### config.mk
export PLATFORM = sky130hd
export DESIGN_NAME = selective_repeat_receiver
export DESIGN_NICKNAME = d
export VERILOG_FILES = /design/src/rtl/srr_pkg.sv /design/src/rtl/srr_ctrl.sv /design/src/rtl/srr_dp.sv /design/src/rtl/selective_repeat_receiver.sv
export SDC_FILE = /design/constraint.sdc
export NUM_CORES = 1
export LEC_CHECK = 0
export BUFFER_PORTS_ARGS = -buffer_cell sky130_fd_sc_hd__buf_2
export CAP_MARGIN = 20
export CORE_UTILIZATION = 50
export CTS_CLUSTER_DIAMETER = 40
export DETAILED_ROUTE_END_ITERATION = 12
export GPL_ROUTABILITY_DRIVEN = 1
export PLACE_DENSITY = 0.67
export SLEW_MARGIN = 0
export SYNTH_ARGS = -nofsm -noshare
export SYNTH_HDL_FRONTEND = slang
export SYNTH_SLANG_ARGS = --single-unit
### constraint.sdc
create_clock -name clk -period 8.45 [get_ports clk]
set_clock_uncertainty 0.05 [all_clocks]
set_input_delay 0.4225 -clock clk [delete_from_list [all_inputs] [get_ports clk]]
set_output_delay 0.4225 -clock clk [all_outputs]
set_load 0.05 [all_outputs]
### src/rtl/srr_pkg.sv
// Shared constants, types and codes for the selective-repeat receiver.
package srr_pkg;

  // Storage and field widths
  localparam int MAX_SEQ    = 16;
  localparam int SEQ_W      = 4;
  localparam int SPACE_W    = 5;
  localparam int WIN_W      = 4;
  localparam int DATA_W     = 32;
  localparam int CFG_ADDR_W = 2;
  localparam int CFG_DATA_W = 5;

  // Configuration limits and reset values
  localparam logic [SPACE_W-1:0] SPACE_MIN   = 5'd2;
  localparam logic [SPACE_W-1:0] SPACE_MAX   = 5'd16;
  localparam logic [SPACE_W-1:0] SPACE_RESET = 5'd8;
  localparam logic [WIN_W-1:0]   WIN_LIMIT   = 4'd8;
  localparam logic [WIN_W-1:0]   WIN_RESET   = 4'd4;

  // Register indexes
  localparam logic [CFG_ADDR_W-1:0] REG_SEQ_SPACE   = 2'd0;
  localparam logic [CFG_ADDR_W-1:0] REG_WINDOW_SIZE = 2'd1;

  // Result kinds
  localparam logic KIND_ACK  = 1'b0;
  localparam logic KIND_DATA = 1'b1;

  typedef enum logic [2:0] {
    ST_IDLE,
    ST_CHECK,
    ST_HEAD,
    ST_READ,
    ST_SEND,
    ST_ACK
  } srr_state_t;

  // Controller to datapath
  typedef struct packed {
    logic latch_in;
    logic store;
    logic load_head;
    logic load_data;
    logic load_ack;
    logic end_run;
  } srr_cmd_t;

  // Datapath to controller
  typedef struct packed {
    logic corrupt;
    logic in_window;
    logic at_base;
    logic run_more;
    logic out_free;
  } srr_status_t;

endpackage

### src/rtl/srr_ctrl.sv
// Controller state machine for the selective-repeat receiver.
module srr_ctrl (
  input  logic                 clk,
  input  logic                 rst,
  input  logic                 in_valid,
  output logic                 in_ready,
  input  srr_pkg::srr_status_t status,
  output srr_pkg::srr_cmd_t    cmd
);

  srr_pkg::srr_state_t state;
  srr_pkg::srr_state_t state_next;

  // Hold state
  always_ff @(posedge clk) begin
    if (rst) begin
      state <= srr_pkg::ST_IDLE;
    end else begin
      state <= state_next;
    end
  end

  // Select next state
  always_comb begin
    state_next = state;
    unique case (state)
      srr_pkg::ST_IDLE: begin
        if (in_valid) state_next = srr_pkg::ST_CHECK;
      end
      srr_pkg::ST_CHECK: begin
        priority if (status.corrupt) begin
          state_next = srr_pkg::ST_IDLE;
        end else if (status.in_window && status.at_base) begin
          state_next = srr_pkg::ST_HEAD;
        end else begin
          state_next = srr_pkg::ST_ACK;
        end
      end
      srr_pkg::ST_HEAD: begin
        if (status.out_free) state_next = srr_pkg::ST_READ;
      end
      srr_pkg::ST_READ: begin
        if (status.run_more) begin
          state_next = srr_pkg::ST_SEND;
        end else begin
          state_next = srr_pkg::ST_ACK;
        end
      end
      srr_pkg::ST_SEND: begin
        if (status.out_free) state_next = srr_pkg::ST_READ;
      end
      srr_pkg::ST_ACK: begin
        if (status.out_free) state_next = srr_pkg::ST_IDLE;
      end
      default: state_next = srr_pkg::ST_IDLE;
    endcase
  end

  // Drive commands
  always_comb begin
    in_ready = 1'b0;
    cmd      = '0;
    unique case (state)
      srr_pkg::ST_IDLE: begin
        in_ready     = 1'b1;
        cmd.latch_in = in_valid;
      end
      srr_pkg::ST_CHECK: begin
        cmd.store = !status.corrupt && status.in_window && !status.at_base;
      end
      srr_pkg::ST_HEAD: cmd.load_head = status.out_free;
      srr_pkg::ST_READ: cmd.end_run   = !status.run_more;
      srr_pkg::ST_SEND: cmd.load_data = status.out_free;
      srr_pkg::ST_ACK:  cmd.load_ack  = status.out_free;
      default: begin
        in_ready = 1'b0;
        cmd      = '0;
      end
    endcase
  end

endmodule

### src/rtl/srr_dp.sv
// Datapath: configuration, window base, marks, held payload store and result register.
module srr_dp (
  input  logic                                clk,
  input  logic                                rst,
  input  logic                                cfg_we,
  input  logic [srr_pkg::CFG_ADDR_W-1:0]      cfg_addr,
  input  logic [srr_pkg::CFG_DATA_W-1:0]      cfg_wdata,
  input  logic [srr_pkg::SEQ_W-1:0]           seq_num,
  input  logic                                checksum_ok,
  input  logic [srr_pkg::DATA_W-1:0]          payload,
  output logic                                out_valid,
  input  logic                                out_ready,
  output logic                                kind,
  output logic [srr_pkg::SEQ_W-1:0]           ack_num,
  output logic [srr_pkg::DATA_W-1:0]          data_out,
  output logic                                last,
  input  srr_pkg::srr_cmd_t                   cmd,
  output srr_pkg::srr_status_t                status
);

  logic [srr_pkg::SPACE_W-1:0] seq_space;
  logic [srr_pkg::WIN_W-1:0]   window_size;
  logic [srr_pkg::SPACE_W-1:0] space_eff;
  logic [srr_pkg::WIN_W-1:0]   win_eff;
  logic                        restart;

  logic [srr_pkg::SEQ_W-1:0]   window_base;
  logic [srr_pkg::MAX_SEQ-1:0] held_mark;
  logic [srr_pkg::DATA_W-1:0]  held_payload [srr_pkg::MAX_SEQ];
  logic [srr_pkg::DATA_W-1:0]  rd_data;

  logic [srr_pkg::SEQ_W-1:0]   seq_q;
  logic                        ok_q;
  logic [srr_pkg::DATA_W-1:0]  payload_q;

  logic [srr_pkg::SEQ_W-1:0]   cursor;
  logic [srr_pkg::SEQ_W-1:0]   cursor_next;
  logic [srr_pkg::SEQ_W-1:0]   head_next;
  logic [srr_pkg::WIN_W-1:0]   run_cnt;
  logic [srr_pkg::SPACE_W-1:0] offset;
  logic                        load_any;

  // Clamp configuration to its usable range
  always_comb begin
    priority if (seq_space < srr_pkg::SPACE_MIN) begin
      space_eff = srr_pkg::SPACE_MIN;
    end else if (seq_space > srr_pkg::SPACE_MAX) begin
      space_eff = srr_pkg::SPACE_MAX;
    end else begin
      space_eff = seq_space;
    end
  end

  always_comb begin
    win_eff = (window_size == '0) ? srr_pkg::WIN_W'(1) : window_size;
    if ({1'b0, win_eff} > space_eff) win_eff = srr_pkg::WIN_W'(space_eff);
    if (win_eff > srr_pkg::WIN_LIMIT) win_eff = srr_pkg::WIN_LIMIT;
  end

  assign restart = cfg_we && (cfg_addr == srr_pkg::REG_SEQ_SPACE ||
                              cfg_addr == srr_pkg::REG_WINDOW_SIZE);

  // Hold configuration registers
  always_ff @(posedge clk) begin
    if (rst) begin
      seq_space   <= srr_pkg::SPACE_RESET;
      window_size <= srr_pkg::WIN_RESET;
    end else if (cfg_we) begin
      if (cfg_addr == srr_pkg::REG_SEQ_SPACE) seq_space <= cfg_wdata;
      if (cfg_addr == srr_pkg::REG_WINDOW_SIZE) begin
        window_size <= cfg_wdata[srr_pkg::WIN_W-1:0];
      end
    end
  end

  // Capture the accepted request
  always_ff @(posedge clk) begin
    if (cmd.latch_in) begin
      seq_q     <= seq_num;
      ok_q      <= checksum_ok;
      payload_q <= payload;
    end
  end

  // Classify the request against the circular window
  always_comb begin
    if (seq_q >= window_base) begin
      offset = {1'b0, seq_q} - {1'b0, window_base};
    end else begin
      offset = {1'b0, seq_q} + space_eff - {1'b0, window_base};
    end
  end

  // Advance a position with wrap at the sequence space
  always_comb begin
    head_next   = ({1'b0, window_base} + 5'd1 == space_eff) ? '0 : window_base + 4'd1;
    cursor_next = ({1'b0, cursor} + 5'd1 == space_eff) ? '0 : cursor + 4'd1;
  end

  assign load_any = cmd.load_head || cmd.load_data || cmd.load_ack;

  always_comb begin
    status.corrupt   = !ok_q;
    status.in_window = ({1'b0, seq_q} < space_eff) && (offset < {1'b0, win_eff});
    status.at_base   = (offset == '0);
    status.run_more  = (run_cnt < win_eff) && held_mark[cursor];
    status.out_free  = !out_valid || out_ready;
  end

  // Track window base, delivery cursor and marks
  always_ff @(posedge clk) begin
    if (rst || restart) begin
      window_base <= '0;
      held_mark   <= '0;
    end else begin
      if (cmd.store) held_mark[seq_q] <= 1'b1;
      if (cmd.load_data) held_mark[cursor] <= 1'b0;
      if (cmd.end_run) window_base <= cursor;
    end
  end

  always_ff @(posedge clk) begin
    if (cmd.load_head) begin
      cursor  <= head_next;
      run_cnt <= srr_pkg::WIN_W'(1);
    end else if (cmd.load_data) begin
      cursor  <= cursor_next;
      run_cnt <= run_cnt + srr_pkg::WIN_W'(1);
    end
  end

  // Held payload memory with registered read
  always_ff @(posedge clk) begin
    if (cmd.store) held_payload[seq_q] <= payload_q;
    rd_data <= held_payload[cursor];
  end

  // Result register
  always_ff @(posedge clk) begin
    if (rst) begin
      out_valid <= 1'b0;
    end else if (load_any) begin
      out_valid <= 1'b1;
    end else if (out_ready) begin
      out_valid <= 1'b0;
    end
  end

  always_ff @(posedge clk) begin
    priority if (cmd.load_head) begin
      kind     <= srr_pkg::KIND_DATA;
      ack_num  <= '0;
      data_out <= payload_q;
      last     <= 1'b0;
    end else if (cmd.load_data) begin
      kind     <= srr_pkg::KIND_DATA;
      ack_num  <= '0;
      data_out <= rd_data;
      last     <= 1'b0;
    end else if (cmd.load_ack) begin
      kind     <= srr_pkg::KIND_ACK;
      ack_num  <= seq_q;
      data_out <= '0;
      last     <= 1'b1;
    end
  end

`ifndef SYNTHESIS
  a_one_load: assert property (@(posedge clk) disable iff (rst)
    $onehot0({cmd.load_head, cmd.load_data, cmd.load_ack}))
    else $error("more than one result loaded in a cycle");

  a_load_free: assert property (@(posedge clk) disable iff (rst)
    load_any |-> (!out_valid || out_ready))
    else $error("result register overwritten while held");

  a_base_range: assert property (@(posedge clk) disable iff (rst)
    {1'b0, window_base} < space_eff)
    else $error("window base outside sequence space");

  a_base_unmarked: assert property (@(posedge clk) disable iff (rst || restart)
    cmd.end_run |=> !held_mark[window_base])
    else $error("new window base still marked");
`endif

endmodule

### src/rtl/selective_repeat_receiver.sv
// A corrupt packet returns to idle after the check state; an out-of-window or held
// packet goes on to the ack state, which loads its result once the output is free;
// an in-order packet passes head, read, a send and read per released held entry,
// and ack, one memory entry at a time. New packets are accepted only in idle.
// Reset: window base 0, all marks cleared, seq_space 8, window_size 4, no result
// pending; the held-payload memory is not cleared.
module selective_repeat_receiver (
  input  logic                           clk,
  input  logic                           rst,
  input  logic                           cfg_we,
  input  logic [srr_pkg::CFG_ADDR_W-1:0] cfg_addr,
  input  logic [srr_pkg::CFG_DATA_W-1:0] cfg_wdata,
  input  logic                           in_valid,
  output logic                           in_ready,
  input  logic [srr_pkg::SEQ_W-1:0]      seq_num,
  input  logic                           checksum_ok,
  input  logic [srr_pkg::DATA_W-1:0]     payload,
  output logic                           out_valid,
  input  logic                           out_ready,
  output logic                           kind,
  output logic [srr_pkg::SEQ_W-1:0]      ack_num,
  output logic [srr_pkg::DATA_W-1:0]     data_out,
  output logic                           last
);

  srr_pkg::srr_cmd_t    cmd;
  srr_pkg::srr_status_t status;

  // Sequence the work for each request
  srr_ctrl u_ctrl (
    .clk      (clk),
    .rst      (rst),
    .in_valid (in_valid),
    .in_ready (in_ready),
    .status   (status),
    .cmd      (cmd)
  );

  // Hold window state and results
  srr_dp u_dp (
    .clk         (clk),
    .rst         (rst),
    .cfg_we      (cfg_we),
    .cfg_addr    (cfg_addr),
    .cfg_wdata   (cfg_wdata),
    .seq_num     (seq_num),
    .checksum_ok (checksum_ok),
    .payload     (payload),
    .out_valid   (out_valid),
    .out_ready   (out_ready),
    .kind        (kind),
    .ack_num     (ack_num),
    .data_out    (data_out),
    .last        (last),
    .cmd         (cmd),
    .status      (status)
  );

endmodule

==> flow_summary.yaml, run 1 <==
synthesis:
  netlist.area_leader.share: 0.684
  synth_warnings: 0
  synth_ff_type: "edfxtp_1"
  synth_area_mm2: 0.0257
  synth_edf_count: 585
  postSynthAreaPerCell_um2: 20.0
  synth.net_count: 1366
  yosysSeqAreaShare: 0.742
  ys_seq_elements: 660
  syn_inst: 1284
  synth.area.top_cells: "edfxtp_1, mux4_2, dfxtp_1"
  async_flop_share: 0
  yosys.area.top_type: "edfxtp_1"
  synth_cell_types: 56
worst_hold_path:
  holdCritPathClass: "in -> reg"
  hold_depth: 3
  min_from: "cfg_addr[0]"
  hold_path_end: "u_dp.window_size[3]$_SDFFE_PP0P_"
timing:
  rsz0062_at_grt: "false"
  worstMarginPinSlew_ns: 1.04
  max_slew_margin: 0.308
  hold_viol: 0
  final-setup-viol-count: 0
  fin_crit_ns: 5.33
  timing.final.max_slew_violations: 0
  max_freq_ghz: 0.188
  setup_tns_ns: 0
  period_share: 0.631
die:
  core_area_mm2: 0.0504
  dieHeight_um: 229
  die_w_um: 229
  die_area_mm2: 0.0523
  ios: 89
  start_util: 0.510
  fp-row-count: 82
clock_tree:
  worstSkewPairLatency_ns: 0.63
  cts_htree_levels: 3
  ctsLongestPathBuffers: 3
  cts_made_buffers: 95
  cts_sinks: 660
  cts-resized-gates: 0
  cts-root-buf: "clkbuf_16"
  cts_tree: "built"
  clk_pin_slew_worst_paths_ns: 0.05
power:
  intPower_mw: 6.47
  combPwrFrac: 0.062
  clkPwrFrac: 0.489
  powerDensity_mw_per_mm2: 271
  switching_share: 0.229
  pwr-share-seq: 0.449
  vdd.ir_drop.worst_mv: 0.189
  p_switching_mw: 1.92
  design_power_total_mw: 8.40
  leakagePower_nw: 10.3
grt:
  grt_pass1_vias: 13400
  antenna_found_initial: 0
  grt_max_degree: 139
  grt_usage: 0.212
  grt_pass1_wl_um: 82400
  overflow: 0
worst_setup_path:
  crit_fanout: 20
  critical_path_required_ns: 8.72
  start_kind: "register"
  rrSetupSlack_ns: 3.12
  reg2reg_depth: 18
  r2r-end: "u_dp.held_payload[6][16]$_DFFE_PP_"
  worst_setup_path_end_kind: "register"
  criticalPathCategory: "reg -> reg"
  arrival_ns: 5.60
  regToRegStartpoint: "u_dp.seq_space[4]$_SDFFE_PP0P_"
cells_and_area:
  diodes: 0
  area_delta_synth_final_pct: 20.7
  fin_util: 0.615
  fillers: 3451
  multi_input_area_mm2: 0.00633
  seqCellArea_mm2: 0.0191
  final_nets: 1559
  stdcell_count: 2231
  drive_above_1_share: 0.310
placed_design:
  dp_hpwl_um: 29200
  io_buffer_count: 88
  place_inst: 2004
  place.gp.congestion: 0.876
run_status:
  status: "finished, final reports clean"
job:
  maxCapViolCount: 0
drt:
  routedWlPerCell_um: 24.0
  drtAntennaViolNets: 0
  dr.first_iter.drc_count: 1138
  drt_first_pass_iters: 5
  routed_via_density: 5.77
  vias: 12900
  finalWirelength_um: 53500
  drc: 0
[cell families after synthesis]
family                   count (synthesis)  share of synthesized area
XOR/XNOR                                16                    0.00546
multiplexers                           171                      0.147
buffers and inverters                  103                     0.0156
AO/OA/AOI/OAI                          142                     0.0402
AND/OR/NAND/NOR                        159                     0.0317
adder cells (fa/ha/maj)                 33                     0.0175
flip-flops                             660                      0.742
[per-layer routing]
layer	wire length (um)	track usage	share of wire	vias up
met5	0	0	0	-
met4	1080	0.0619	0.020	0
met3	2940	0.0407	0.055	101
met2	25700	0.337	0.48	432
met1	23800	0.300	0.44	6655
li1	-	-	-	5677
[per-stage QoR]
step	hold slack, ns	area [um^2]	setup slack (ns)
floorplan	0.397	25700	2.19
global placement	0.380	27000	3.01
detailed placement	0.387	27100	2.84
CTS	0.0241	30900	2.84
global route	0.0665	31000	2.69
finish	0.0586	31000	3.12
[layout by cell type, fill, tap and decap left out, types with 4 or more instances in the layout]
cell type and count:
a21o_1 5, a21oi_1 22, a221oi_1 19, a22o_1 32
and3_1 5, buf_12 7, buf_2 88, buf_4 19
bufinv_16 14, clkbuf_1 6, clkbuf_16 97, clkbuf_8 4
clkinv_1 6, clkinv_2 17, clkinvlp_4 14, dfxtp_1 75
dlygate4sd3_1 42, edfxtp_1 585, fa_1 5, ha_1 28
inv_1 39, inv_6 11, inv_8 5, mux2i_1 6
mux4_2 165, nand2_1 30, nand2b_1 10, nand3_1 17
nand3_4 4, nand4_1 4, nor2_1 43, nor2_4 12
nor3_1 8, nor3_2 5, o21ai_0 34, o31ai_1 4
xnor2_1 12, xor2_1 4
[synthesized netlist by cell type, types with 9 or more instances]
master / n
nand3_1: 17
inv_1: 39
nor2_1: 55
nand2_1: 30
buf_2: 11
a221oi_1: 19
o21ai_0: 34
ha_1: 28
nor3_1: 13
dfxtp_1: 75
xnor2_1: 12
nand2b_1: 11
a22o_1: 32
edfxtp_1: 585
mux4_2: 165
buf_1: 9
a21oi_1: 22
clkbuf_1: 44
[flip-flops by register name, summed over array words and instances (netlist names)]
signal and count:
u_dp.cursor 4, u_dp.seq_q 4, u_dp.window_base 4, u_dp.run_cnt 4
u_dp.held_payload 512, u_dp.held_mark 16, u_dp.window_size 4, u_dp.last 1
u_dp.kind 1, u_dp.seq_space 5, u_ctrl.state 3, u_dp.ack_num 4
u_dp.ok_q 1, u_dp.payload_q 32, u_dp.out_valid 1, u_dp.data_out 32
u_dp.rd_data 32
[power groups by stage]
stage	Sequential (mW)	Combinational, mW	Clock, mW
detailed placement	3.84	0.511	0
CTS	3.77	0.528	4.17
finish	3.77	0.524	4.10
floorplan	3.86	0.313	0
global route	3.78	0.570	4.31
global placement	3.83	0.507	0
[timing repair]
action / 4_1_cts / 5_1_grt
hold buffers: 42 / 0
endpoints found under the setup margin: 0 / 0
hold endpoints to repair: 46 / 0
setup buffers: 0 / 0
[layout make-up]
cell class / instances / area share
clock buffers: 107 / 0.0808
clock inverters: 72 / 0.0280
inverters: 39 / 0.00472
multi-input cells: 521 / 0.204
flip-flops and latches: 660 / 0.615
well taps: 672 / 0.0271
repair buffers: 160 / 0.0399
[how the worst max path moves through the flow]
stage,from,endpoint,slack (ns),cells past startpoint
finish,u_dp.seq_space[4]$_SDFFE_PP0P_,u_dp.held_payload[6][16]$_DFFE_PP_,3.12,18
global route,u_dp.seq_space[2]$_SDFFE_PP0P_,u_dp.held_payload[6][16]$_DFFE_PP_,2.69,18
CTS,u_dp.seq_space[4]$_SDFFE_PP0P_,u_dp.held_payload[11][19]$_DFFE_PP_,2.84,17
detailed placement,u_dp.seq_space[4]$_SDFFE_PP0P_,u_dp.held_payload[11][16]$_DFFE_PP_,2.84,17
global placement,u_dp.seq_space[4]$_SDFFE_PP0P_,u_dp.held_payload[11][16]$_DFFE_PP_,3.01,17
floorplan,u_dp.seq_q[2]$_DFFE_PP_,u_dp.held_payload[3][0]$_DFFE_PP_,2.19,15
[worst max-delay path, cell delays in order, from the launching register on]
cell	delay, ns
dfxtp_1	0.43
nand2b_1	0.24
nor2_1	0.28
inv_1	0.08
ha_1	0.28
inv_1	0.05
ha_1	0.21
fa_1	0.45
xor2_1	0.21
nor2_1	0.06
a21oi_1	0.15
ha_1	0.26
a21o_1	0.16
a211oi_1	0.21
o21ai_0	0.19
a211oi_4	0.59
nand3_4	0.31
nor2_4	0.53
buf_16	0.24
Power figures use the tool's default switching activity.
==> run 2: changes to the inputs <==
Clock period 8.45 ns to 5.6 ns, I/O delays scaled along.
==> flow_summary.yaml, run 2 (synthesis results as in run 1) <==
drt:
  dr.first_iter.drc_count: 1125
  routedWlPerCell_um: 24.7
  drtAntennaViolNets: 0
  finalWirelength_um: 55100
  vias: 13000
  drt_first_pass_iters: 5
  drc: 0
  routed_via_density: 5.81
clock_tree:
  clk_pin_slew_worst_paths_ns: 0.06
  cts_made_buffers: 90
  cts-resized-gates: 0
  cts_sinks: 660
  cts_htree_levels: 3
  ctsLongestPathBuffers: 3
  worstSkewPairLatency_ns: 0.62
  cts-root-buf: "clkbuf_16"
  postCtsSetupBuffers: 0
  cts_tree: "built"
worst_setup_path:
  worst_setup_path_end_kind: "register"
  critical_path_required_ns: 5.82
  start_kind: "register"
  rrSetupSlack_ns: 0.38
  regToRegStartpoint: "u_dp.seq_space[2]$_SDFFE_PP0P_"
  reg2reg_depth: 18
  crit_fanout: 23
  arrival_ns: 5.44
  r2r-end: "u_dp.held_payload[4][15]$_DFFE_PP_"
  criticalPathCategory: "reg -> reg"
cells_and_area:
  final_common_cell: "edfxtp_1"
  fillers: 3506
  regMostFlops: "u_dp.held_payload"
  drive_above_1_share: 0.302
  fin_util: 0.612
  seqCellArea_mm2: 0.0191
  final_nets: 1567
  design_area_mm2: 0.0309
  multi_input_area_mm2: 0.00633
  largest_register_ff_count: 512
  most-common-layout-cells: "edfxtp_1, mux4_2, clkbuf_16"
  area_delta_synth_final_pct: 20.1
  diodes: 0
die:
  die_w_um: 229
  core_area_mm2: 0.0504
  start_util: 0.510
  dieHeight_um: 229
  die_area_mm2: 0.0523
  fp-row-count: 82
  ios: 89
placed_design:
  place_area_mm2: 0.0272
  place_ws_ns: 0.483
  dp_hpwl_um: 30000
  place.gp.congestion: 0.852
  io_buffer_count: 88
grt:
  overflow: 0
  grt_pass1_vias: 13400
  antenna_found_initial: 0
  grt_pass1_wl_um: 84000
  grt_max_degree: 139
  grt_usage: 0.217
timing:
  finalWorstSetupSlack_ns: 0.376
  hold_viol: 0
  rsz0062_at_grt: "false"
  holdWs_ns: 0.104
  worstMarginPinSlew_ns: 0.961
  max_slew_margin: 0.357
  max_freq_ghz: 0.191
  final-setup-viol-count: 0
  setup_tns_ns: 0
  period_share: 0.933
  timing.final.max_slew_violations: 0
  fin_crit_ns: 5.22
power:
  vdd.ir_drop.worst_mv: 0.308
  powerDensity_mw_per_mm2: 399
  leakagePower_nw: 10.3
run_status:
  status: "finished, final reports clean"
worst_hold_path:
  min_from: "cfg_addr[1]"
  hold_path_end: "u_dp.window_size[2]$_SDFFE_PP1P_"
  holdCritPathClass: "in -> reg"
  hold_depth: 5
job:
  maxCapViolCount: 0
run 2: cell count changes in the layout (fill, tap and decap cells not counted), sizes merged:
cell	delta
buf	+4
bufinv	-4
clkbuf	+3
clkinvlp	-7
dlygate4sd3	+9
inv	-2
run 2: worst max path at each step:
stage / from / endpoint / slack [ns]
after global placement: u_dp.seq_space[4]$_SDFFE_PP0P_ / u_dp.held_payload[4][14]$_DFFE_PP_ / 0.60
after floorplan: u_dp.seq_q[2]$_DFFE_PP_ / u_dp.held_payload[3][0]$_DFFE_PP_ / -0.66
after global routing: u_dp.seq_space[2]$_SDFFE_PP0P_ / u_dp.held_payload[4][15]$_DFFE_PP_ / 0.09
after CTS: u_dp.seq_space[2]$_SDFFE_PP0P_ / u_dp.held_payload[4][0]$_DFFE_PP_ / 0.40
final: u_dp.seq_space[2]$_SDFFE_PP0P_ / u_dp.held_payload[4][15]$_DFFE_PP_ / 0.38
after detailed placement: u_dp.seq_space[2]$_SDFFE_PP0P_ / u_dp.held_payload[4][12]$_DFFE_PP_ / 0.48
run 2: what timing repair did:
| action | 4_1_cts | 5_1_grt |
|---|---|---|
| hold buffers | 51 | 0 |
| hold endpoints to repair | 50 | 0 |
| setup endpoints to repair | 0 | 0 |
run 2: worst max-delay path: stages, from the launching register on:
cell and delay (ns):
dfxtp_1 0.38, nor2_1 0.13, nor2_1 0.04, nor2_1 0.34
inv_1 0.17, ha_1 0.34, nand4b_1 0.10, a21oi_1 0.28
nand2_1 0.20, a21oi_1 0.27, nand2_1 0.13, ha_1 0.31
a21o_1 0.16, a211oi_1 0.23, o21ai_0 0.20, a211oi_4 0.60
nand3_4 0.32, nor2_4 0.20, buf_4 0.40
run 2: report_power, final:
group / leakage (nW) / total [mW] / internal [mW] / switching, mW
sequential: 5.92 / 5.69 / 5.53 / 0.154
combinational: 2.82 / 0.798 / 0.318 / 0.480
clock: 1.52 / 5.84 / 3.66 / 2.18
total: 10.3 / 12.3 / 9.51 / 2.81
run 2: final cells by class:
| class | count | area share |
|---|---|---|
| Multi-Input combinational cell | 521 | 0.205 |
| Inverter | 39 | 0.00475 |
| Clock inverter | 59 | 0.0210 |
| Timing Repair Buffer | 173 | 0.0432 |
| Sequential cell | 660 | 0.618 |
| Tap cell | 672 | 0.0273 |
| Clock buffer | 110 | 0.0805 |
run 2: stage by stage:
stage | std cells | total power, mW
floorplan | 1284 | 6.29
global placement | 2014 | 6.54
detailed placement | 2014 | 6.56
CTS | 2234 | 12.4
global route | 2234 | 12.7
finish | 2234 | 12.3
run 2: routing by layer:
layer  share of wire  track usage  vias up  wire length, um
met2            0.48        0.344      472            26700
met3           0.068       0.0473       90             3750
met1            0.43        0.307     6718            23600
li1                -            -     5698                -
met5               0            0        -                0
met4           0.020       0.0596        0             1090
==> run 3: changes to the inputs <==
Clock period 5.6 ns to 5.4 ns, I/O delays scaled along.
==> flow_summary.yaml, run 3 (synthesis results as in run 1) <==
grt:
  antenna_found_initial: 0
  overflow: 0
  grt_usage: 0.209
  grt_pass1_wl_um: 81300
  grt_max_degree: 139
  grt_pass1_vias: 13500
timing:
  worstMarginPinSlew_ns: 0.993
  final-setup-viol-count: 0
  max_freq_ghz: 0.209
  fin_crit_ns: 4.79
  rsz0062_at_grt: "false"
  max_slew_margin: 0.336
  period_share: 0.888
  timing.final.max_slew_violations: 0
  hold_viol: 0
die:
  die_w_um: 229
  die_area_mm2: 0.0523
  ios: 89
  fp-row-count: 82
  core_area_mm2: 0.0504
  dieHeight_um: 229
  start_util: 0.510
cells_and_area:
  diodes: 0
  area_delta_synth_final_pct: 21.0
  drive_above_1_share: 0.306
  regMostFlops: "u_dp.held_payload"
  stdcell_count: 2240
  final_nets: 1569
  final_common_cell: "edfxtp_1"
  fin_util: 0.617
  fillers: 3444
  largest_register_ff_count: 512
  most-common-layout-cells: "edfxtp_1, mux4_2, clkbuf_16"
drt:
  routed_via_density: 5.78
  drt_first_pass_iters: 5
  drtAntennaViolNets: 0
  routedWlPerCell_um: 23.8
  dr.first_iter.drc_count: 1170
  finalWirelength_um: 53300
  drc: 0
  vias: 13000
worst_setup_path:
  rrSetupSlack_ns: 0.61
  reg2reg_depth: 19
  crit_fanout: 32
  critical_path_required_ns: 5.66
  r2r-end: "u_dp.held_payload[0][20]$_DFFE_PP_"
  arrival_ns: 5.06
  regToRegStartpoint: "u_dp.seq_space[2]$_SDFFE_PP0P_"
  criticalPathCategory: "reg -> reg"
  start_kind: "register"
  worst_setup_path_end_kind: "register"
placed_design:
  place_inst: 2010
  place.gp.congestion: 0.843
  dp_hpwl_um: 28800
  io_buffer_count: 88
worst_hold_path:
  holdCritPathClass: "in -> reg"
  hold_depth: 4
  min_from: "cfg_we"
  hold_path_end: "u_dp.window_base[2]$_SDFFE_PP0P_"
power:
  leakagePower_nw: 10.3
  powerDensity_mw_per_mm2: 416
  design_power_total_mw: 12.9
  vdd.ir_drop.worst_mv: 0.294
clock_tree:
  cts_made_buffers: 93
  cts-root-buf: "clkbuf_16"
  cts_tree: "built"
  cts_htree_levels: 3
  cts_sinks: 660
  ctsLongestPathBuffers: 3
  cts-resized-gates: 0
  worstSkewPairLatency_ns: 0.66
  clk_pin_slew_worst_paths_ns: 0.06
run_status:
  status: "finished, final reports clean"
job:
  maxCapViolCount: 0
## run 3: changes by cell type in the layout (fill, tap and decap cells not counted), sizes merged
cell	delta
inv	+7
buf	-3
clkinvlp	+3
clkinv	-2
dlygate4sd3	+2
bufinv	-1
## run 3: per-stage QoR
stage	worst slack [ns]	area [um^2]	hold WS, ns	setup TNS (ns)
floorplan	-0.864	25700	0.292	-109.58
global placement	0.449	27300	0.378	0
detailed placement	0.302	27300	0.384	0
CTS	0.283	31100	0.0316	0
global route	0.137	31100	0.0666	0
finish	0.607	31100	0.0550	0
## run 3: what timing repair did
action | in CTS | in global routing
buffers inserted | 0 | 1
endpoints found under the setup margin | 0 | 512
endpoints found under the hold margin | 50 | 0
hold buffers | 53 | 0
## run 3: worst max-delay path by stage
stage	cells past startpoint	startpoint	endpoint
5_1_grt	18	u_dp.seq_space[2]$_SDFFE_PP0P_	u_dp.held_payload[0][20]$_DFFE_PP_
3_5_place_dp	18	u_dp.seq_space[2]$_SDFFE_PP0P_	u_dp.held_payload[3][14]$_DFFE_PP_
4_1_cts	18	u_dp.seq_space[2]$_SDFFE_PP0P_	u_dp.held_payload[0][20]$_DFFE_PP_
3_3_place_gp	18	u_dp.seq_space[4]$_SDFFE_PP0P_	u_dp.held_payload[3][14]$_DFFE_PP_
2_1_floorplan	15	u_dp.seq_q[2]$_DFFE_PP_	u_dp.held_payload[3][0]$_DFFE_PP_
6_report	19	u_dp.seq_space[2]$_SDFFE_PP0P_	u_dp.held_payload[0][20]$_DFFE_PP_
## run 3: routing by layer
layer | up-vias | part of all wire | GRT usage
met5 | - | 0 | 0
met4 | 0 | 0.024 | 0.0659
met3 | 99 | 0.059 | 0.0433
met2 | 434 | 0.49 | 0.340
met1 | 6719 | 0.43 | 0.286
li1 | 5700 | - | -
## run 3: layout make-up
class | count | area, um^2 | area share
well taps | 672 | 841 | 0.0270
multi-input cells | 521 | 6330 | 0.204
clock buffers | 110 | 2450 | 0.0789
clock inverters | 66 | 816 | 0.0262
flip-flops and latches | 660 | 19100 | 0.613
inverters | 39 | 146 | 0.00471
repair buffers | 172 | 1430 | 0.0460
## run 3: power by group
part           internal [mW]  switching, mW  leakage (nW)
clock network           3.78           2.41          1.57
registers               5.74          0.150          5.92
logic                  0.342          0.510          2.84
total                   9.86           3.07          10.3
## run 3: worst max-delay path: stages, from the launching register on
cell      delay (ns)
dfxtp_1         0.39
nor2_1          0.13
nor2_1          0.05
nor2_1          0.36
inv_1           0.17
ha_1            0.34
nand4b_1        0.10
a21oi_1         0.29
nand2_1         0.19
a21oi_1         0.28
nand2_1         0.13
ha_1            0.31
a21o_1          0.17
a211oi_1        0.20
o21ai_0         0.18
a211oi_4        0.25
buf_12          0.18
nand3_4         0.16
nor3_2          0.25
buf_12          0.27
